`src/rtl/assert_macros.svh`:
```
// Assertion macros shared by the RTL of the path section splitter.
`ifndef ASSERT_MACROS_SVH
`define ASSERT_MACROS_SVH
`ifndef SYNTHESIS
`define PSS_ASSERT(lbl, clk, rst, prop, msg) \
   lbl: assert property (@(posedge clk) disable iff (rst) (prop)) else $error(msg);
`define PSS_NEVER(lbl, clk, rst, cond, msg) \
   lbl: assert property (@(posedge clk) disable iff (rst) !(cond)) else $error(msg);
`else
`define PSS_ASSERT(lbl, clk, rst, prop, msg)
`define PSS_NEVER(lbl, clk, rst, cond, msg)
`endif
`endif

```
`src/rtl/pss_pkg.sv`:
```
// Types, constants and helpers for the path section splitter.
`default_nettype none
package pss_pkg;

   localparam int FRAC_BITS_DEF          = 16;
   localparam int SECTION_INDEX_BITS_DEF = 16;
   localparam int COORD_W                = 32;
   localparam int LEN_W                  = 32;
   localparam int NUM_W                  = 16;
   localparam int DIFF_W                 = 31;
   localparam int PROD_W                 = 2 * DIFF_W;
   localparam int SQ_W                   = PROD_W + 1;
   localparam int DATA_IN_W              = 2 * COORD_W;
   localparam int DATA_OUT_W             = 2 * COORD_W + NUM_W;

   localparam logic [DIFF_W-1:0] DIFF_MAX = '1;

   typedef enum logic [2:0] {
      ST_IDLE,
      ST_DIFF,
      ST_MUL_X,
      ST_ACC_X,
      ST_MUL_Y,
      ST_ACC_Y,
      ST_ROOT,
      ST_DECIDE
   } state_type;

   function automatic logic [DIFF_W-1:0] sat_abs_diff(input logic [COORD_W-1:0] a,
                                                      input logic [COORD_W-1:0] b);
      logic signed [COORD_W:0] d;
      logic [COORD_W:0]        mag;
      d   = $signed({a[COORD_W-1], a}) - $signed({b[COORD_W-1], b});
      mag = d[COORD_W] ? (COORD_W + 1)'(-d) : (COORD_W + 1)'(d);
      return (mag > (COORD_W + 1)'(DIFF_MAX)) ? DIFF_MAX : mag[DIFF_W-1:0];
   endfunction

endpackage
`default_nettype wire

```
`src/rtl/path_section_splitter_top.sv`:
```
// Path section splitter: step length per point, section cut at a length bound.
// The first point of a path goes from acceptance straight to the decide step; any other point
// passes the difference step, the x and y multiply and accumulate steps and the root step, in
// which the square-root unit resolves one root bit per cycle.
// A new point is taken while the previous result still waits; the decide step holds until it leaves.
// Synchronous active-high reset clears all path state and loads the length bound with 5.0.
`default_nettype none
`include "assert_macros.svh"
module path_section_splitter_top
   import pss_pkg::*;
#(
   parameter int FRAC_BITS          = FRAC_BITS_DEF,
   parameter int SECTION_INDEX_BITS = SECTION_INDEX_BITS_DEF
) (
   input  wire logic                  clock,
   input  wire logic                  reset,
   input  wire logic                  req_tvalid,
   output logic                       req_tready,
   input  wire logic [DATA_IN_W-1:0]  req_tdata,   // point_x, point_y
   input  wire logic                  req_tlast,   // path_end
   output logic                       rsp_tvalid,
   input  wire logic                  rsp_tready,
   output logic [DATA_OUT_W-1:0]      rsp_tdata,   // out_x, out_y, section_number
   output logic                       rsp_tuser,   // section_start
   output logic                       rsp_tlast,   // path_last
   input  wire logic                  csr_wr_en,
   input  wire logic [LEN_W-1:0]      csr_wr_data
);

   localparam logic [LEN_W-1:0] LEN_RESET = LEN_W'(64'(5) << FRAC_BITS);
   localparam logic [SECTION_INDEX_BITS-1:0] CNT_MAX = '1;

   state_type state_ff, state_in;

   logic                          open_ff;
   logic [COORD_W-1:0]            prev_x_ff, prev_y_ff;
   logic [LEN_W-1:0]              acc_ff, acc_in;
   logic [SECTION_INDEX_BITS-1:0] cnt_ff, cnt_in;
   logic [LEN_W-1:0]              len_ff;

   logic [COORD_W-1:0]            x_ff, y_ff;
   logic                          last_ff;
   logic [DIFF_W-1:0]             ax_ff, ay_ff, mul_op;
   logic [PROD_W-1:0]             prod_ff, prod_in;
   logic [SQ_W-1:0]               sum_ff;
   logic [SQ_W-1:0]               rem_ff, rem_in;
   logic [SQ_W-1:0]               root_ff, root_in;
   logic [SQ_W-1:0]               bit_ff;
   logic [SQ_W:0]                 trial;

   logic [LEN_W:0]                total;
   logic                          over;
   logic                          start_in;
   logic [NUM_W-1:0]              num_sat;

   logic                          rsp_valid_ff;
   logic [COORD_W-1:0]            rsp_x_ff, rsp_y_ff;
   logic [NUM_W-1:0]              rsp_num_ff;
   logic                          rsp_start_ff, rsp_last_ff;

   logic                          accept;
   logic                          commit;

   assign accept = req_tvalid && req_tready;

   always_comb begin
      state_in = state_ff;
      case (state_ff)
         ST_IDLE: begin
            if (accept) begin
               state_in = open_ff ? ST_DIFF : ST_DECIDE;
            end
         end
         ST_DIFF:   state_in = ST_MUL_X;
         ST_MUL_X:  state_in = ST_ACC_X;
         ST_ACC_X:  state_in = ST_MUL_Y;
         ST_MUL_Y:  state_in = ST_ACC_Y;
         ST_ACC_Y:  state_in = ST_ROOT;
         ST_ROOT: begin
            if (bit_ff[0]) begin
               state_in = ST_DECIDE;
            end
         end
         ST_DECIDE: begin
            if (commit) begin
               state_in = ST_IDLE;
            end
         end
         default:   state_in = ST_IDLE;
      endcase
   end

   always_comb begin
      req_tready = 1'b0;
      commit     = 1'b0;
      mul_op     = ax_ff;
      case (state_ff)
         ST_IDLE:   req_tready = 1'b1;
         ST_MUL_Y:  mul_op     = ay_ff;
         ST_DECIDE: commit     = !rsp_valid_ff || rsp_tready;
         default:   mul_op     = ax_ff;
      endcase
   end

   assign prod_in = PROD_W'(mul_op) * PROD_W'(mul_op);

   always_comb begin
      trial = {1'b0, root_ff} + {1'b0, bit_ff};
      if ({1'b0, rem_ff} >= trial) begin
         rem_in  = rem_ff - trial[SQ_W-1:0];
         root_in = (root_ff >> 1) + bit_ff;
      end else begin
         rem_in  = rem_ff;
         root_in = root_ff >> 1;
      end
   end

   always_comb begin
      total    = {1'b0, acc_ff} + {1'b0, root_ff[LEN_W-1:0]};
      over     = total > {1'b0, len_ff};
      start_in = !open_ff || over;
      acc_in   = start_in ? '0 : total[LEN_W-1:0];
      cnt_in   = cnt_ff;
      if (open_ff && over && cnt_ff != CNT_MAX) begin
         cnt_in = cnt_ff + 1'b1;
      end
   end

   generate
      if (SECTION_INDEX_BITS > NUM_W) begin : g_num_wide
         assign num_sat = (|cnt_in[SECTION_INDEX_BITS-1:NUM_W]) ? '1 : cnt_in[NUM_W-1:0];
      end else begin : g_num_narrow
         assign num_sat = NUM_W'(cnt_in);
      end
   endgenerate

   always_ff @(posedge clock) begin
      if (reset) begin
         state_ff     <= ST_IDLE;
         open_ff      <= 1'b0;
         prev_x_ff    <= '0;
         prev_y_ff    <= '0;
         acc_ff       <= '0;
         cnt_ff       <= '0;
         len_ff       <= LEN_RESET;
         rsp_valid_ff <= 1'b0;
      end else begin
         state_ff <= state_in;
         if (csr_wr_en) begin
            len_ff <= csr_wr_data;
         end
         if (commit) begin
            if (last_ff) begin
               open_ff   <= 1'b0;
               prev_x_ff <= '0;
               prev_y_ff <= '0;
               acc_ff    <= '0;
               cnt_ff    <= '0;
            end else begin
               open_ff   <= 1'b1;
               prev_x_ff <= x_ff;
               prev_y_ff <= y_ff;
               acc_ff    <= acc_in;
               cnt_ff    <= cnt_in;
            end
         end
         if (commit) begin
            rsp_valid_ff <= 1'b1;
         end else if (rsp_tready) begin
            rsp_valid_ff <= 1'b0;
         end
      end
   end

   always_ff @(posedge clock) begin
      if (accept) begin
         x_ff    <= req_tdata[COORD_W-1:0];
         y_ff    <= req_tdata[DATA_IN_W-1:COORD_W];
         last_ff <= req_tlast;
      end
      case (state_ff)
         ST_DIFF: begin
            ax_ff <= sat_abs_diff(x_ff, prev_x_ff);
            ay_ff <= sat_abs_diff(y_ff, prev_y_ff);
         end
         ST_MUL_X: prod_ff <= prod_in;
         ST_ACC_X: sum_ff  <= {1'b0, prod_ff};
         ST_MUL_Y: prod_ff <= prod_in;
         ST_ACC_Y: begin
            rem_ff  <= sum_ff + {1'b0, prod_ff};
            root_ff <= '0;
            bit_ff  <= {1'b1, {(SQ_W - 1){1'b0}}};
         end
         ST_ROOT: begin
            rem_ff  <= rem_in;
            root_ff <= root_in;
            bit_ff  <= bit_ff >> 2;
         end
         default: begin
         end
      endcase
      if (commit) begin
         rsp_x_ff     <= x_ff;
         rsp_y_ff     <= y_ff;
         rsp_num_ff   <= num_sat;
         rsp_start_ff <= start_in;
         rsp_last_ff  <= last_ff;
      end
   end

   assign rsp_tvalid = rsp_valid_ff;
   assign rsp_tdata  = {rsp_num_ff, rsp_y_ff, rsp_x_ff};
   assign rsp_tuser  = rsp_start_ff;
   assign rsp_tlast  = rsp_last_ff;

   `PSS_ASSERT(a_first_point_skips_root, clock, reset,
      (accept && !open_ff) |=> (state_ff == ST_DECIDE), "first point must skip the step")
   `PSS_ASSERT(a_root_bit_onehot, clock, reset,
      (state_ff == ST_ROOT) |-> $onehot(bit_ff), "root trial bit lost its single set bit")
   `PSS_ASSERT(a_counter_moves_on_commit, clock, reset,
      !commit |=> $stable(cnt_ff), "section counter changed outside a commit")
   `PSS_ASSERT(a_path_end_closes, clock, reset,
      (commit && last_ff) |=> (!open_ff && cnt_ff == '0), "path end did not clear state")

endmodule
`default_nettype wire

```
`config.mk`:
```
export PLATFORM = sky130hd
export DESIGN_NAME = path_section_splitter_top
export DESIGN_NICKNAME = d
export VERILOG_FILES = /design/src/rtl/pss_pkg.sv /design/src/rtl/path_section_splitter_top.sv
export VERILOG_INCLUDE_DIRS = /design/src /design/src/rtl
export SDC_FILE = /design/constraint.sdc
export NUM_CORES = 2
export LEC_CHECK = 0
export BUFFER_PORTS_ARGS = -buffer_cell sky130_fd_sc_hd__buf_2
export CAP_MARGIN = 20
export CORE_MARGIN = 1
export CORE_UTILIZATION = 35
export CTS_CLUSTER_DIAMETER = 120
export DETAILED_ROUTE_END_ITERATION = 7
export GPL_ROUTABILITY_DRIVEN = 0
export PLACE_DENSITY_LB_ADDON = 0.12
export SYNTH_ARGS = -nofsm -noshare
export SYNTH_HDL_FRONTEND = slang
export SYNTH_SLANG_ARGS = --single-unit
export TNS_END_PERCENT = 50
```
`constraint.sdc`:
```
create_clock -name clock -period 10.4 [get_ports clock]
set_clock_uncertainty 0.2 [all_clocks]
set_input_delay 0.52 -clock clock [delete_from_list [all_inputs] [get_ports clock]]
set_output_delay 0.52 -clock clock [all_outputs]
set_load 0.02 [all_outputs]
```
Word level (Yosys, flattened, before mapping)
Cells that the tools add are included.

Add/sub/neg operators: 10. Multiply operators: 1. Magnitude comparators: 4. Equal/unequal tests: 12. Multiplexer cells: 24. Reduce and logical (&&, ||, !) cells: 13.

Operators by type and width (count): $pmux W63 S2 (3); $mux W32 (4); $mux W63 (2); $gt A33 B31 Y1 const B (2); $mux W33 (2); $neg A33 Y33 (2); $sub A32 B32 Y33 (2); $add A63 B63 Y64 (1); $ge A63 B64 Y1 (1); $add A62 B62 Y63 (1); $add A62 B63 Y63 (1); $sub A63 B63 Y63 (1); $mul A31 B31 Y62 (1); $add A32 B32 Y33 (1); $gt A33 B32 Y1 (1); $mux W16 (2); $mux W31 (1); $pmux W3 S8 (1); $add A16 B1 Y16 const B (1); $ne A16 B16 Y1 const B (1); $eq A3 B3 Y1 const B (4); $mux W3 (4); $ne A2 B2 Y1 const B (4); $eq A3 B2 Y1 const B (2); other kinds (10) (19).

Flip-flop bits (word level): 671. Input bits: 102. Output and inout bits: 84. Logic and storage cells: 87.

Depth between registers and ports, before layout
Depth in word-level cells: 6. Depth in mapped cells: 37. Mapped depth without buffers: 33.

Worst setup path before layout
OpenSTA, ideal clock, no wires.

Path kind: register to register. Start: register root_ff[2]. End: register rem_ff[0] (enable). Setup time: 0.581 ns. Arrival time: 10.090 ns. Data required time: 9.619 ns. Setup slack: -0.471 ns. Stages on the path, launching flop included: 21. Buffers on the path: 1. Clock period less this slack: 10.871 ns. Cells stage by stage: edfxtp_1 ha_1 a31o_2 a31oi_1 o21bai_1 a21oi_1 or3_1 a2111oi_1 a31o_2 inv_1 o21ai_0 xnor2_1 ha_1 clkbuf_1 nand4_1 or4_1 or3_1 or4_1 a41o_1 or3_1 a21boi_0.

Longest elaborated chain between the ends: 4.

Ends and longest elaborated chain: start, declared (line path_section_splitter_top.sv:47) `logic [SQ_W-1:0] root_ff, root_in;`; start signal, assigned (line path_section_splitter_top.sv:196) `root_ff <= root_in;`; $add A63 B63 Y64 (line path_section_splitter_top.sv:108) `trial = {1'b0, root_ff} + {1'b0, bit_ff};`; $ge A63 B64 Y1 (line path_section_splitter_top.sv:109) `if ({1'b0, rem_ff} >= trial) begin`; $ne A2 B2 Y1 (no line); $reduce_and A2 Y1 (no line); end signal, assigned (line path_section_splitter_top.sv:190) `rem_ff <= sum_ff + {1'b0, prod_ff};`; end signal, assigned (line path_section_splitter_top.sv:195) `rem_ff <= rem_in;`; end, declared (line path_section_splitter_top.sv:46) `logic [SQ_W-1:0] rem_ff, rem_in;`.

Every way passes these cells. A chain may end at the register's enable or synchronous reset.

Final worst setup path
Start: register state_ff[1]. End: register prod_ff[61] (data pin).

Longest elaborated chain between the ends: 3.

Ends and longest elaborated chain: start, declared (line path_section_splitter_top.sv:33) `state_type state_ff, state_in;`; start signal, assigned (line path_section_splitter_top.sv:148) `state_ff <= state_in;`; $eq A3 B3 Y1 (line path_section_splitter_top.sv:97) `case (state_ff)`; $mux W31 (line path_section_splitter_top.sv:97); $mul A31 B31 Y62 (line path_section_splitter_top.sv:105) `assign prod_in = PROD_W'(mul_op) * PROD_W'(mul_op);`; via prod_in[61] (line path_section_splitter_top.sv:44) `logic [PROD_W-1:0] prod_ff, prod_in;`; end signal, assigned (line path_section_splitter_top.sv:186) `ST_MUL_X: prod_ff <= prod_in;`; end signal, assigned (line path_section_splitter_top.sv:188) `ST_MUL_Y: prod_ff <= prod_in;`; end, declared (line path_section_splitter_top.sv:44).

The timed path passes the listed nets, and every way through them passes these cells.

==> flow_metrics.py <==
metrics = {
    "status": {
        "status": "finished, final reports clean",
    },
    "cts": {
        "clk_transition_reported_paths_ns": 0.06,
        "clock-sinks": 638,
        "buffers_from_clock_root_to_sink_at_most": 3,
        "clock_latency_ns": 0.72,
        "cts_max_level": 3,
        "cts.repair_timing.setup_buffer_count": 0,
        "clock_tree_from_tritoncts": "done",
        "clk_root_buffer_cell": "sky130_fd_sc_hd__clkbuf_16",
        "cts_inserted_buffers": 79,
    },
    "drt": {
        "detail_route.wirelength_um": 192000,
        "routed-via-count": 50600,
        "drt-pass1-iter-count": 6,
        "wl_per_cell_um": 19.2,
        "first_iter_violations": 2943,
        "drc": 0,
        "post_drt_via_cell_ratio": 5.06,
        "ant_nets": 0,
    },
    "setup_path": {
        "startpoint_type": "register",
        "criticalPathCategory": "register to register",
        "crit_required_ns": 10.64,
        "critical_path.most_common_cell": "sky130_fd_sc_hd__fa_1",
        "crit_arrival_ns": 10.01,
        "endpoint_kind": "register",
        "rrSetupSlack_ns": 0.63,
        "worst_reg2reg_path_startpoint": "state_ff[1]",
        "ff2ff_path_depth": 34,
        "critical_path.slowest_cell": "sky130_fd_sc_hd__fa_1",
        "cpPeakStageDelay_ns": 0.57,
        "worst-path-max-fanout": 13,
        "worstReg2RegEnd": "prod_ff[61]",
    },
    "timing": {
        "final_min_period_over_clock_period_pct": 94.0,
        "grt_setup_unrepaired": "false",
        "clock.fmax_mhz": 102,
        "worst_slew_pin_slew_ns": 1.10,
        "final_min_period_ns": 9.77,
        "maxSlewViolCount": 0,
        "timing.max_slew.rel_slack_pct": 26.0,
        "setup_total_negative_slack_ns": 0,
        "report.final.setup_viol": 0,
        "finalHoldViolCount": 0,
    },
    "grt": {
        "pin_count_of_the_biggest_net_entering_global_routing": 85,
        "grt.total_usage_pct": 19.7,
        "grt_pass1_vias": 52700,
        "grt_remaining_overflow": 0,
        "grt_first_pass_wirelength_um": 304000,
        "number_of_antenna_violations_at_the_first_check_in_global_routing": 3,
    },
    "die": {
        "design.core.area_mm2": 0.191,
        "die_height_um": 442,
        "die_span_x_um": 442,
        "starting_density_pct": 35.4,
        "row_count": 160,
        "fp.dieArea_mm2": 0.195,
        "io_pins": 186,
    },
    "logic_synthesis": {
        "netlist.top_cell.by_area": "sky130_fd_sc_hd__fa_1",
        "mappedNetlistNets": 8601,
        "synth.cell_area_mm2": 0.0676,
        "syn_area_per_cell_um2": 9.44,
        "synth_most_common_cell": "sky130_fd_sc_hd__inv_1",
        "asyncSetResetFlopFracSynth_pct": 0,
        "synth_warnings": 0,
        "synth_edf_count": 489,
        "ys.flop_type": "sky130_fd_sc_hd__edfxtp_1",
        "ys_top_cells_by_count": "sky130_fd_sc_hd__inv_1 (1111), sky130_fd_sc_hd__fa_1 (752), sky130_fd_sc_hd__nand2_1 (647), sky130_fd_sc_hd__ha_1 (579), sky130_fd_sc_hd__nor2_1 (579)",
        "synth_top_area_share_pct": 22.3,
        "synthTopCellsByArea": "sky130_fd_sc_hd__fa_1 (22%), sky130_fd_sc_hd__edfxtp_1 (22%), sky130_fd_sc_hd__ha_1 (11%)",
        "synth_seq_area_share_pct": 26.1,
        "postSynthCellCount": 7168,
        "yosys_register_bits": 638,
        "synth_cell_types": 100,
    },
    "job": {
        "max_cap_violations": 0,
    },
    "finish": {
        "fin_nets": 8838,
        "syn_to_final_growth_pct": 11.7,
        "drive_above_1_share_pct": 7.52,
    },
    "worst_hold_path": {
        "worst_min_path_class": "register to register",
        "holdPathEnd": "sum_ff[13]",
        "hold_path_startpoint": "prod_ff[13]",
        "worst_hold_path.num_cells": 0,
    },
    "place": {
        "detailed_place_hpwl_um": 154000,
        "io_buffer_count": 185,
    },
}
worst max-delay path: cells and delay by family, from the launching register on:
kind	cells	cell delay, ns
AOI/OAI and AO/OA	6	1.55
xor gates and xnor gates	1	0.13
adders and majority gates	9	4.47
buffers and inverters	10	1.09
DFF	1	0.31
muxes	1	0.36
and+or+nand+nor	7	1.38
timing repair:
action	CTS	global route
gates resized for setup	0	5
hold endpoints to repair	104	0
endpoints found under the setup margin	0	4
hold buffers	100	0
cell families (layout without fill, tap and decap cells):
| family | Yosys count | in the layout | share of synthesized area (%) |
|---|---|---|---|
| flip-flops | 638 | 638 | 26.1 |
| AND/OR/NAND/NOR | 1880 | 1880 | 13.0 |
| buffers and inverters | 1372 | 1675 | 7.69 |
| AO/OA/AOI/OAI | 1433 | 1433 | 13.4 |
| adder cells (fa/ha/maj) | 1331 | 1331 | 33.0 |
| other | 0 | 4 | 0 |
| multiplexers | 78 | 78 | 1.22 |
| XOR/XNOR | 436 | 436 | 5.65 |
flip-flops by register name, indices dropped and copies added (netlist names), 32 cells and up:
name       cells
rsp_x_ff      32
rsp_y_ff      32
acc_ff        32
x_ff          32
root_ff       63
prod_ff       61
prev_x_ff     32
y_ff          32
sum_ff        61
bit_ff        32
prev_y_ff     32
rem_ff        63
len_ff        32
metal layers:
layer  GRT usage (%)  vias up  wire length (um)
li1                -    24600                 -
met5               0        -                 0
met1            26.9    24900             89700
met4            4.74        0              4500
met2            33.0      965             89800
met3            2.59      194              8210
cells in the final DEF, fill, tap and decap left out, types with 184 or more instances in the layout:
cell / instances
sky130_fd_sc_hd__inv_1: 1108
sky130_fd_sc_hd__xnor2_1: 249
sky130_fd_sc_hd__buf_2: 184
sky130_fd_sc_hd__edfxtp_1: 489
sky130_fd_sc_hd__o21ai_0: 263
sky130_fd_sc_hd__xor2_1: 187
sky130_fd_sc_hd__nand2_1: 647
sky130_fd_sc_hd__ha_1: 579
sky130_fd_sc_hd__nor2_1: 576
sky130_fd_sc_hd__a21oi_1: 464
sky130_fd_sc_hd__fa_1: 752
cell type report:
cell class	instances	area (um^2)
Fill cell	19200	115000
Multi-Input combinational cell	5158	44900
Sequential cell	638	17700
Inverter	1120	4220
Tap cell	2511	3140
Timing Repair Buffer	408	2930
Clock buffer	91	2070
Clock inverter	56	613
Antenna cell	4	10.0
how the worst max path moves through the flow:
| stage | from | to | slack [ns] | depth (start not counted) |
|---|---|---|---|---|
| floorplan | state_ff[0] | prod_ff[56] | 0.93 | 36 |
| detailed placement | state_ff[1] | prod_ff[56] | 0.32 | 29 |
| finish | state_ff[1] | prod_ff[61] | 0.63 | 34 |
| global route | state_ff[0] | prod_ff[61] | 0.13 | 32 |
| global placement | state_ff[1] | prod_ff[61] | 0.33 | 32 |
| CTS | state_ff[1] | prod_ff[61] | 0.32 | 32 |
stage by stage:
| step | cell area, um^2 | hold slack, ns | util [%] | std cells | worst slack, ns |
|---|---|---|---|---|---|
| finish | 75500 | 0.246 | 39.5 | 9986 | 0.626 |
| detailed placement | 71800 | 0.243 | 37.6 | 9734 | 0.318 |
| global route | 75500 | 0.258 | 39.5 | 9982 | 0.127 |
| floorplan | 67600 | 0.224 | - | 7168 | 0.935 |
| CTS | 75500 | 0.248 | 39.5 | 9981 | 0.320 |
| global placement | 71800 | 0.239 | 37.6 | 9734 | 0.332 |
Power is not shown: default switching activity piles up to over one toggle a cycle in this logic, so the estimate is an artifact.
